### src/rtl/prfd_pkg.sv
// Package for the PPM radio frame decoder.
// Holds field widths, reset values, command and register codes, and the shared structs.
// No dependencies.
`default_nettype none

package prfd_pkg;

	localparam int KIND_W     = 2;
	localparam int TIME_W     = 16;
	localparam int CH_W       = 3;
	localparam int VAL_W      = 15;
	localparam int WIDTH_W    = 13;
	localparam int CFG_IDX_W  = 2;
	localparam int CFG_DATA_W = 16;

	localparam int CHANNELS_DEF = 8;

	localparam logic [KIND_W-1:0] KIND_CAPTURE  = 2'd0;
	localparam logic [KIND_W-1:0] KIND_READ     = 2'd1;
	localparam logic [KIND_W-1:0] KIND_OVERRIDE = 2'd2;
	localparam logic [KIND_W-1:0] KIND_CLEAR    = 2'd3;

	localparam logic [CFG_IDX_W-1:0] CFG_TIMER_PERIOD   = 2'd0;
	localparam logic [CFG_IDX_W-1:0] CFG_SYNC_THRESHOLD = 2'd1;
	localparam logic [CFG_IDX_W-1:0] CFG_MIN_PULSE      = 2'd2;
	localparam logic [CFG_IDX_W-1:0] CFG_MAX_PULSE      = 2'd3;

	localparam logic [TIME_W-1:0]  TIMER_PERIOD_RST   = 16'd40000;
	localparam logic [TIME_W-1:0]  SYNC_THRESHOLD_RST = 16'd8000;
	localparam logic [VAL_W-1:0]   MIN_PULSE_RST      = 15'd900;
	localparam logic [VAL_W-1:0]   MAX_PULSE_RST      = 15'd2100;
	localparam logic [WIDTH_W-1:0] WIDTH_RST          = 13'd2400;
	localparam logic [WIDTH_W-1:0] WIDTH_MAX          = 13'd8191;

	typedef struct packed {
		logic [KIND_W-1:0] kind;
		logic [TIME_W-1:0] capture_time;
		logic [CH_W-1:0]   channel;
		logic [VAL_W-1:0]  override_value;
	} item_t;

	typedef struct packed {
		logic [VAL_W-1:0] read_value;
		logic             frame_ready;
		logic             override_active;
	} result_t;

	typedef struct packed {
		logic [TIME_W-1:0] timer_period;
		logic [TIME_W-1:0] sync_threshold;
		logic [VAL_W-1:0]  min_pulse;
		logic [VAL_W-1:0]  max_pulse;
	} cfg_t;

endpackage

`default_nettype wire

### src/rtl/ppm_radio_frame_decoder.sv
// Top level of the PPM radio frame decoder: input register, decode core and result register.
// An accepted input transaction passes the input register, then the result register.
// Throughput is one transaction per cycle while the result register is freed on out_ready.
// Reset clears the pipeline, the slot count, the ready flag, the overrides and the capture
// timestamp, loads every channel width with 2400 and restores the register defaults.
// Depends on prfd_pkg, prfd_cfg_regs, prfd_in_reg and prfd_core.
`default_nettype none

module ppm_radio_frame_decoder #(
	parameter int CHANNELS = prfd_pkg::CHANNELS_DEF
) (
	input  wire logic                             clk,
	input  wire logic                             arst_n,
	input  wire logic                             cfg_valid,
	output logic                                  cfg_ready,
	input  wire logic [prfd_pkg::CFG_IDX_W-1:0]   cfg_index,
	input  wire logic [prfd_pkg::CFG_DATA_W-1:0]  cfg_data,
	input  wire logic                             in_valid,
	output logic                                  in_ready,
	input  wire logic [prfd_pkg::KIND_W-1:0]      kind,
	input  wire logic [prfd_pkg::TIME_W-1:0]      capture_time,
	input  wire logic [prfd_pkg::CH_W-1:0]        channel,
	input  wire logic [prfd_pkg::VAL_W-1:0]       override_value,
	output logic                                  out_valid,
	input  wire logic                             out_ready,
	output logic [prfd_pkg::VAL_W-1:0]            read_value,
	output logic                                  frame_ready,
	output logic                                  override_active
);

	prfd_pkg::cfg_t    cfg;
	prfd_pkg::item_t   item_s1;
	prfd_pkg::result_t result_d;
	prfd_pkg::result_t result_s2;
	logic              valid_s1;
	logic              valid_s2;
	logic              advance;

	assign advance = valid_s1 && (!valid_s2 || out_ready);

	prfd_cfg_regs u_cfg (
		.clk       (clk),
		.arst_n    (arst_n),
		.cfg_valid (cfg_valid),
		.cfg_ready (cfg_ready),
		.cfg_index (cfg_index),
		.cfg_data  (cfg_data),
		.cfg       (cfg)
	);

	prfd_in_reg u_in (
		.clk            (clk),
		.arst_n         (arst_n),
		.in_valid       (in_valid),
		.in_ready       (in_ready),
		.kind           (kind),
		.capture_time   (capture_time),
		.channel        (channel),
		.override_value (override_value),
		.advance        (advance),
		.valid_s1       (valid_s1),
		.item_s1        (item_s1)
	);

	prfd_core #(
		.CHANNELS (CHANNELS)
	) u_core (
		.clk     (clk),
		.arst_n  (arst_n),
		.advance (advance),
		.item    (item_s1),
		.cfg     (cfg),
		.result  (result_d)
	);

	always_ff @(posedge clk or negedge arst_n) begin
		if (!arst_n) begin
			valid_s2 <= 1'b0;
		end else if (!valid_s2 || out_ready) begin
			valid_s2 <= valid_s1;
		end
	end

	always_ff @(posedge clk) begin
		if (advance) begin
			result_s2 <= result_d;
		end
	end

	assign out_valid       = valid_s2;
	assign read_value      = result_s2.read_value;
	assign frame_ready     = result_s2.frame_ready;
	assign override_active = result_s2.override_active;

endmodule

`default_nettype wire

### src/rtl/prfd_cfg_regs.sv
// Configuration registers of the PPM radio frame decoder.
// Depends on prfd_pkg for register codes, widths and reset values.
`default_nettype none

module prfd_cfg_regs (
	input  wire logic                             clk,
	input  wire logic                             arst_n,
	input  wire logic                             cfg_valid,
	output logic                                  cfg_ready,
	input  wire logic [prfd_pkg::CFG_IDX_W-1:0]   cfg_index,
	input  wire logic [prfd_pkg::CFG_DATA_W-1:0]  cfg_data,
	output prfd_pkg::cfg_t                        cfg
);

	prfd_pkg::cfg_t cfg_q;

	assign cfg_ready = 1'b1;
	assign cfg       = cfg_q;

	always_ff @(posedge clk or negedge arst_n) begin
		if (!arst_n) begin
			cfg_q.timer_period   <= prfd_pkg::TIMER_PERIOD_RST;
			cfg_q.sync_threshold <= prfd_pkg::SYNC_THRESHOLD_RST;
			cfg_q.min_pulse      <= prfd_pkg::MIN_PULSE_RST;
			cfg_q.max_pulse      <= prfd_pkg::MAX_PULSE_RST;
		end else if (cfg_valid) begin
			unique case (cfg_index)
				prfd_pkg::CFG_TIMER_PERIOD: begin
					cfg_q.timer_period <= prfd_pkg::TIME_W'(cfg_data);
				end
				prfd_pkg::CFG_SYNC_THRESHOLD: begin
					cfg_q.sync_threshold <= prfd_pkg::TIME_W'(cfg_data);
				end
				prfd_pkg::CFG_MIN_PULSE: begin
					cfg_q.min_pulse <= prfd_pkg::VAL_W'(cfg_data);
				end
				prfd_pkg::CFG_MAX_PULSE: begin
					cfg_q.max_pulse <= prfd_pkg::VAL_W'(cfg_data);
				end
				default: begin
				end
			endcase
		end
	end

endmodule

`default_nettype wire

### src/rtl/prfd_in_reg.sv
// Input register stage of the PPM radio frame decoder.
// Depends on prfd_pkg for the item struct and field widths.
`default_nettype none

module prfd_in_reg (
	input  wire logic                           clk,
	input  wire logic                           arst_n,
	input  wire logic                           in_valid,
	output logic                                in_ready,
	input  wire logic [prfd_pkg::KIND_W-1:0]    kind,
	input  wire logic [prfd_pkg::TIME_W-1:0]    capture_time,
	input  wire logic [prfd_pkg::CH_W-1:0]      channel,
	input  wire logic [prfd_pkg::VAL_W-1:0]     override_value,
	input  wire logic                           advance,
	output logic                                valid_s1,
	output prfd_pkg::item_t                     item_s1
);

	logic            valid_q;
	prfd_pkg::item_t item_q;

	assign in_ready = !valid_q || advance;
	assign valid_s1 = valid_q;
	assign item_s1  = item_q;

	always_ff @(posedge clk or negedge arst_n) begin
		if (!arst_n) begin
			valid_q <= 1'b0;
		end else if (in_ready) begin
			valid_q <= in_valid;
		end
	end

	always_ff @(posedge clk) begin
		if (in_valid && in_ready) begin
			item_q.kind           <= kind;
			item_q.capture_time   <= capture_time;
			item_q.channel        <= channel;
			item_q.override_value <= override_value;
		end
	end

endmodule

`default_nettype wire

### src/rtl/prfd_core.sv
// Decode state and per-transaction logic of the PPM radio frame decoder.
// Holds the capture timestamp, slot count, channel widths, overrides and the ready flag.
// Depends on prfd_pkg for structs, codes, widths and reset values.
`default_nettype none

module prfd_core #(
	parameter int CHANNELS = prfd_pkg::CHANNELS_DEF
) (
	input  wire logic         clk,
	input  wire logic         arst_n,
	input  wire logic         advance,
	input  wire prfd_pkg::item_t item,
	input  wire prfd_pkg::cfg_t  cfg,
	output prfd_pkg::result_t result
);

	localparam int CNT_W    = $clog2(CHANNELS + 1);
	localparam int IDX_W    = (CHANNELS > 1) ? $clog2(CHANNELS) : 1;
	localparam int CMP_W    = (CNT_W > prfd_pkg::CH_W) ? CNT_W : prfd_pkg::CH_W;

	logic [prfd_pkg::TIME_W-1:0]  prev_q;
	logic [CNT_W-1:0]             slot_q;
	logic [prfd_pkg::WIDTH_W-1:0] width_q [CHANNELS];
	logic [prfd_pkg::VAL_W-1:0]   ovr_q [CHANNELS];
	logic                         flag_q;

	logic [IDX_W-1:0]             ch_idx;
	logic [IDX_W-1:0]             slot_idx;
	logic                         ch_ok;
	logic                         slot_open;
	logic [prfd_pkg::TIME_W-1:0]  interval;
	logic                         is_sync;
	logic [prfd_pkg::WIDTH_W-1:0] width_sat;
	logic [prfd_pkg::VAL_W-1:0]   half_width;
	logic [prfd_pkg::VAL_W-1:0]   clamped;
	logic [prfd_pkg::VAL_W-1:0]   ovr_sel;
	logic                         width_we;
	logic [CNT_W-1:0]             slot_d;
	logic                         flag_d;
	logic                         ovr_we;
	logic                         ovr_clr;
	logic [prfd_pkg::VAL_W-1:0]   read_d;
	logic                         any_d;

	always_comb begin
		ch_idx    = IDX_W'(item.channel);
		slot_idx  = IDX_W'(slot_q);
		ch_ok     = CMP_W'(item.channel) < CMP_W'(CHANNELS);
		slot_open = slot_q < CNT_W'(CHANNELS);

		if (item.capture_time < prev_q) begin
			interval = item.capture_time + cfg.timer_period - prev_q;
		end else begin
			interval = item.capture_time - prev_q;
		end
		is_sync = interval > cfg.sync_threshold;
		if (interval > prfd_pkg::TIME_W'(prfd_pkg::WIDTH_MAX)) begin
			width_sat = prfd_pkg::WIDTH_MAX;
		end else begin
			width_sat = prfd_pkg::WIDTH_W'(interval);
		end

		ovr_sel    = ch_ok ? ovr_q[ch_idx] : '0;
		half_width = ch_ok ? prfd_pkg::VAL_W'(width_q[ch_idx] >> 1) : '0;
		if (half_width < cfg.min_pulse) begin
			clamped = cfg.min_pulse;
		end else if (half_width > cfg.max_pulse) begin
			clamped = cfg.max_pulse;
		end else begin
			clamped = half_width;
		end

		width_we = 1'b0;
		slot_d   = slot_q;
		flag_d   = flag_q;
		ovr_we   = 1'b0;
		ovr_clr  = 1'b0;
		read_d   = '0;

		unique case (item.kind)
			prfd_pkg::KIND_CAPTURE: begin
				if (is_sync) begin
					slot_d = '0;
				end else if (slot_open) begin
					width_we = 1'b1;
					slot_d   = slot_q + CNT_W'(1);
					if (slot_d >= CNT_W'(CHANNELS)) begin
						flag_d = 1'b1;
					end
				end
			end
			prfd_pkg::KIND_READ: begin
				if (ch_ok) begin
					if (ovr_sel != '0) begin
						read_d = ovr_sel;
					end else begin
						read_d = clamped;
						flag_d = 1'b0;
					end
				end
			end
			prfd_pkg::KIND_OVERRIDE: begin
				if (ch_ok) begin
					ovr_we = 1'b1;
					flag_d = 1'b1;
				end
			end
			prfd_pkg::KIND_CLEAR: begin
				ovr_clr = 1'b1;
			end
			default: begin
			end
		endcase

		any_d = 1'b0;
		for (int i = 0; i < CHANNELS; i++) begin
			if (ovr_clr) begin
				any_d = any_d;
			end else if (ovr_we && (ch_idx == IDX_W'(i))) begin
				any_d = any_d || (item.override_value != '0);
			end else begin
				any_d = any_d || (ovr_q[i] != '0);
			end
		end

		result.read_value      = read_d;
		result.frame_ready     = flag_d;
		result.override_active = any_d;
	end

	always_ff @(posedge clk or negedge arst_n) begin
		if (!arst_n) begin
			prev_q <= '0;
			slot_q <= '0;
			flag_q <= 1'b0;
			for (int i = 0; i < CHANNELS; i++) begin
				width_q[i] <= prfd_pkg::WIDTH_RST;
				ovr_q[i]   <= '0;
			end
		end else if (advance) begin
			slot_q <= slot_d;
			flag_q <= flag_d;
			if (item.kind == prfd_pkg::KIND_CAPTURE) begin
				prev_q <= item.capture_time;
			end
			if (width_we) begin
				width_q[slot_idx] <= width_sat;
			end
			if (ovr_clr) begin
				for (int i = 0; i < CHANNELS; i++) begin
					ovr_q[i] <= '0;
				end
			end else if (ovr_we) begin
				ovr_q[ch_idx] <= item.override_value;
			end
		end
	end

endmodule

`default_nettype wire
### config.mk
export PLATFORM = sky130hd
export DESIGN_NAME = ppm_radio_frame_decoder
export DESIGN_NICKNAME = d
export VERILOG_FILES = /design/src/rtl/prfd_pkg.sv /design/src/rtl/ppm_radio_frame_decoder.sv /design/src/rtl/prfd_cfg_regs.sv /design/src/rtl/prfd_in_reg.sv /design/src/rtl/prfd_core.sv
export SDC_FILE = /design/constraint.sdc
export NUM_CORES = 1
export LEC_CHECK = 0
export BUFFER_PORTS_ARGS = -buffer_cell sky130_fd_sc_hd__buf_2
export CORE_UTILIZATION = 36
export DETAILED_ROUTE_END_ITERATION = 8
export PLACE_DENSITY = 0.6
export SYNTH_ARGS = -nofsm -noshare
export SYNTH_HDL_FRONTEND = slang
export SYNTH_HIERARCHICAL = 1
export SYNTH_SLANG_ARGS = --single-unit
### constraint.sdc
create_clock -name clk -period 7.8 [get_ports clk]
set_clock_uncertainty 0.15 [all_clocks]
set_input_delay 1.56 -clock clk [delete_from_list [all_inputs] [get_ports clk]]
set_output_delay 1.56 -clock clk [all_outputs]
set_load 0.05 [all_outputs]
==> results.md <==
* Status: completed
* Post-synthesis sequential area ratio at between 40% and 50%
* Startpoint Class: register
* Final #Nets at ~2000
* Final TNS setup at 0 ps
* Io pins at ~80
* WL per Instance at 21.1 um
* Met2 wire len at 26000 um
* Cts hold-fix bufs at 0
* Tightest Pin Transition at 1200 ps
* Power, Total at between 8000 and 9000 uW
* Fin area at 0.0219 mm2
* Crit end category: register
* Critical path required time at between 7000 and 8000 ps
* Synth warn at 6
* Worst-path fanout max at 10
* Gr ovfl total at 0
* Hold Fails Final Rpt at 0
* CP arrival at 6570 ps
* Gpl congestion at between 0.9 and 1
* Fin util at 40.7%
* Via count at 15000
* Post-synth top area cell: dfrtp_1
* Share of the synthesized area in the top cell type at 31.7%
* H-tree depth at 2
* Vias per cell at ~5.7
* Initial antenna violation count at 1
* Period utilisation layout at 82.6%
* Drt total wl at about 55000 um
* Synth cell types at 72
* Final setup fails at 0
* Top sig layer: met4
* Area post-placement at between 0.02 and 0.025 mm2
* FP Rows at 85
* Post-route minimum period at about 6400 ps
* Met3 WL at about 3000 um
* Vias in the first global route at between 10000 and 15000
* Hold_sp: u_core/width_q[45]
* DRT Pass-1 Iters at 5
* P&R area growth vs syn at 11.3%
* Max VDD drop at 0.000237 V
* Ys async rst share at between 80% and 90%
* Yosys reg bits at 354
* Post-synth EDFFs at 53
* CTS tree: yes
* CP startpoint: u_in/item_s1[18]
* Max frequency at 155 MHz
* Syn Nets at just over 2000
* CTS Root Cell: clkbuf_16
* Fillers at 5165
* Worst-path clk slew at 60 ps
* Port Buffers at 77
* Core area at 0.0539 mm2
* Gate Count Post-Synth at approximately 1900
* Power per Cell Area at 365 mW/mm2
* Syn Std Cell Area at between 0.015 and 0.02 mm2
* DRT antenna net count at 0
* Max clock buf depth at 3
* Synth top area cells: dfrtp_1 (32%), edfxtp_1 (8.1%), dfstp_2 (6.8%), mux4_2 (6.2%), mux2_2 (4.8%)
* Dpl hpwl at around 38000 um
* GRT Total Usage at 19.9%
* Final Max Slew Viols at 0
* # resized after CTS at 0
* Setup bufs post-CTS at 0
* DRT iter0 DRCs at between 1000 and 1500
* Total of max-cap violations at 0
* Global-route wire length before repair at 87200 um
* Worst min-delay path class: reg -> reg
* Clk Latency, worst-skew pair at between 500 and 600 ps
* Die height at 236 um
* Max transition margin at 19.8%
* Primary flip-flop cell chosen by synthesis mapping: dfrtp_1
* Width of the die at 236 um
* Largest net degree at the start of global routing at 120
* Leak at 0.00933 uW
* Final routed DRC violation total at 0
* Synth cell count leaders: dfrtp_1 (250), nand2_1 (172), o21ai_0 (161), inv_1 (137), nor2_1 (128)
* WL met1 at 24300 um
* Num CTS Buffers at 39
* Die area at 0.0557 mm2
* WHS at 349 ps
* RSZ-0062 raised after global routing: false
* Starting Density at 36.6%
* Share of layout cells above drive strength 1 at 22.2%
* Clock Sink Count at about 350
* Crit Path Category: reg -> reg
* Worst r2r src: u_in/item_s1[18]
* Syn_area_per_cell at roughly 11 um2
* Top-count cell post-synth: dfrtp_1
[power by group]
| group | switching, uW | leakage (uW) | internal, uW |
|---|---|---|---|
| logic | 1910 | 0.00472 | 1300 |
| clock network | 786 | 0.000653 | 1140 |
| registers | 444 | 0.00395 | 2440 |
[per-layer routing]
layer | track usage [%] | vias up
met4 | 7.59 | 0
met1 | 26.9 | 7518
li1 | - | 6827
met2 | 32.2 | 520
met3 | 2.82 | 102
met5 | 0 | -
[metrics by stage]
| step | instances | setup WS, ps |
|---|---|---|
| after global placement | 2543 | 1550 |
| final | 2617 | 1360 |
| after floorplan | 1869 | 2500 |
| after global routing | 2616 | 825 |
| after CTS | 2615 | 1410 |
| after detailed placement | 2543 | 1430 |
[cell usage in the layout, fill, tap and decap left out, types with 7 or more instances in the layout]
cell	n
a211oi_1	7
a21o_1	14
a21oi_1	62
a21oi_2	44
a22oi_1	123
a31oi_1	56
and3_1	7
buf_2	76
buf_4	25
clkbuf_16	40
clkinv_2	8
dfrtp_1	250
dfstp_2	51
edfxtp_1	53
fa_1	16
ha_1	71
inv_1	137
mux2_2	84
mux2i_1	32
mux4_2	54
nand2_1	171
nand2b_1	9
nand3_1	12
nand4_1	21
nor2_1	128
nor3_1	21
nor4_1	30
o211ai_1	8
o21ai_0	161
o22ai_1	15
xnor2_1	17
xor2_1	8
[registers in the layout (all words and copies together), names as in the netlist, 4 cells and up]
name,count
u_in/item_s1,36
u_core/width_q,96
u_core/ovr_q,120
read_value,15
u_core/slot_q,4
u_core/prev_q,16
u_cfg/cfg,62
[area by class of cell]
cell class | count | area [um2] | area share, %
diodes | 2 | 5.00 | 0.0228
clock buffers | 52 | 1110 | 5.04
clock inverters | 20 | 224 | 1.02
inverters | 137 | 514 | 2.34
multi-input cells | 1252 | 9410 | 42.9
flip-flops and latches | 354 | 9190 | 41.9
well taps | 696 | 871 | 3.97
repair buffers | 104 | 623 | 2.84
[worst max-delay path, stage by stage (launching register included)]
cell and delay (ps):
edfxtp_1 370, inv_1 90, ha_1 210, inv_1 90, fa_1 420, a21oi_1 190
o21ai_0 250, a211oi_1 480, o21a_1 380, nor3_1 110, a21oi_1 920, inv_1 100
ha_1 330, nand3_1 60, or2_2 280, nor3_1 350, o21ai_0 190, o211ai_1 450
nand2_1 290, a211oi_1 350, nor2_1 80
[kinds of logic after synthesis]
group / synth area share [%]
adders and majority gates: 6.13
and+or+nand+nor: 10.2
DFF: 46.6
buffers and inverters: 5.78
muxes: 12.6
xor gates and xnor gates: 1.11
other: 0.0190
AOI/OAI and AO/OA: 17.6
[path summary, 6_finish.rpt]
check	to	cells past startpoint	slack [ps]
max reg2reg	frame_ready	20	1360
max in group asynchronous	u_core/ovr_q[14]	2	5170
min	u_core/width_q[45]	2	350
min in group asynchronous	u_core/prev_q[10]	1	880
min reg2reg	u_core/width_q[45]	2	350
max	frame_ready	20	1360
No activity file was read; power rests on OpenSTA's default activity.
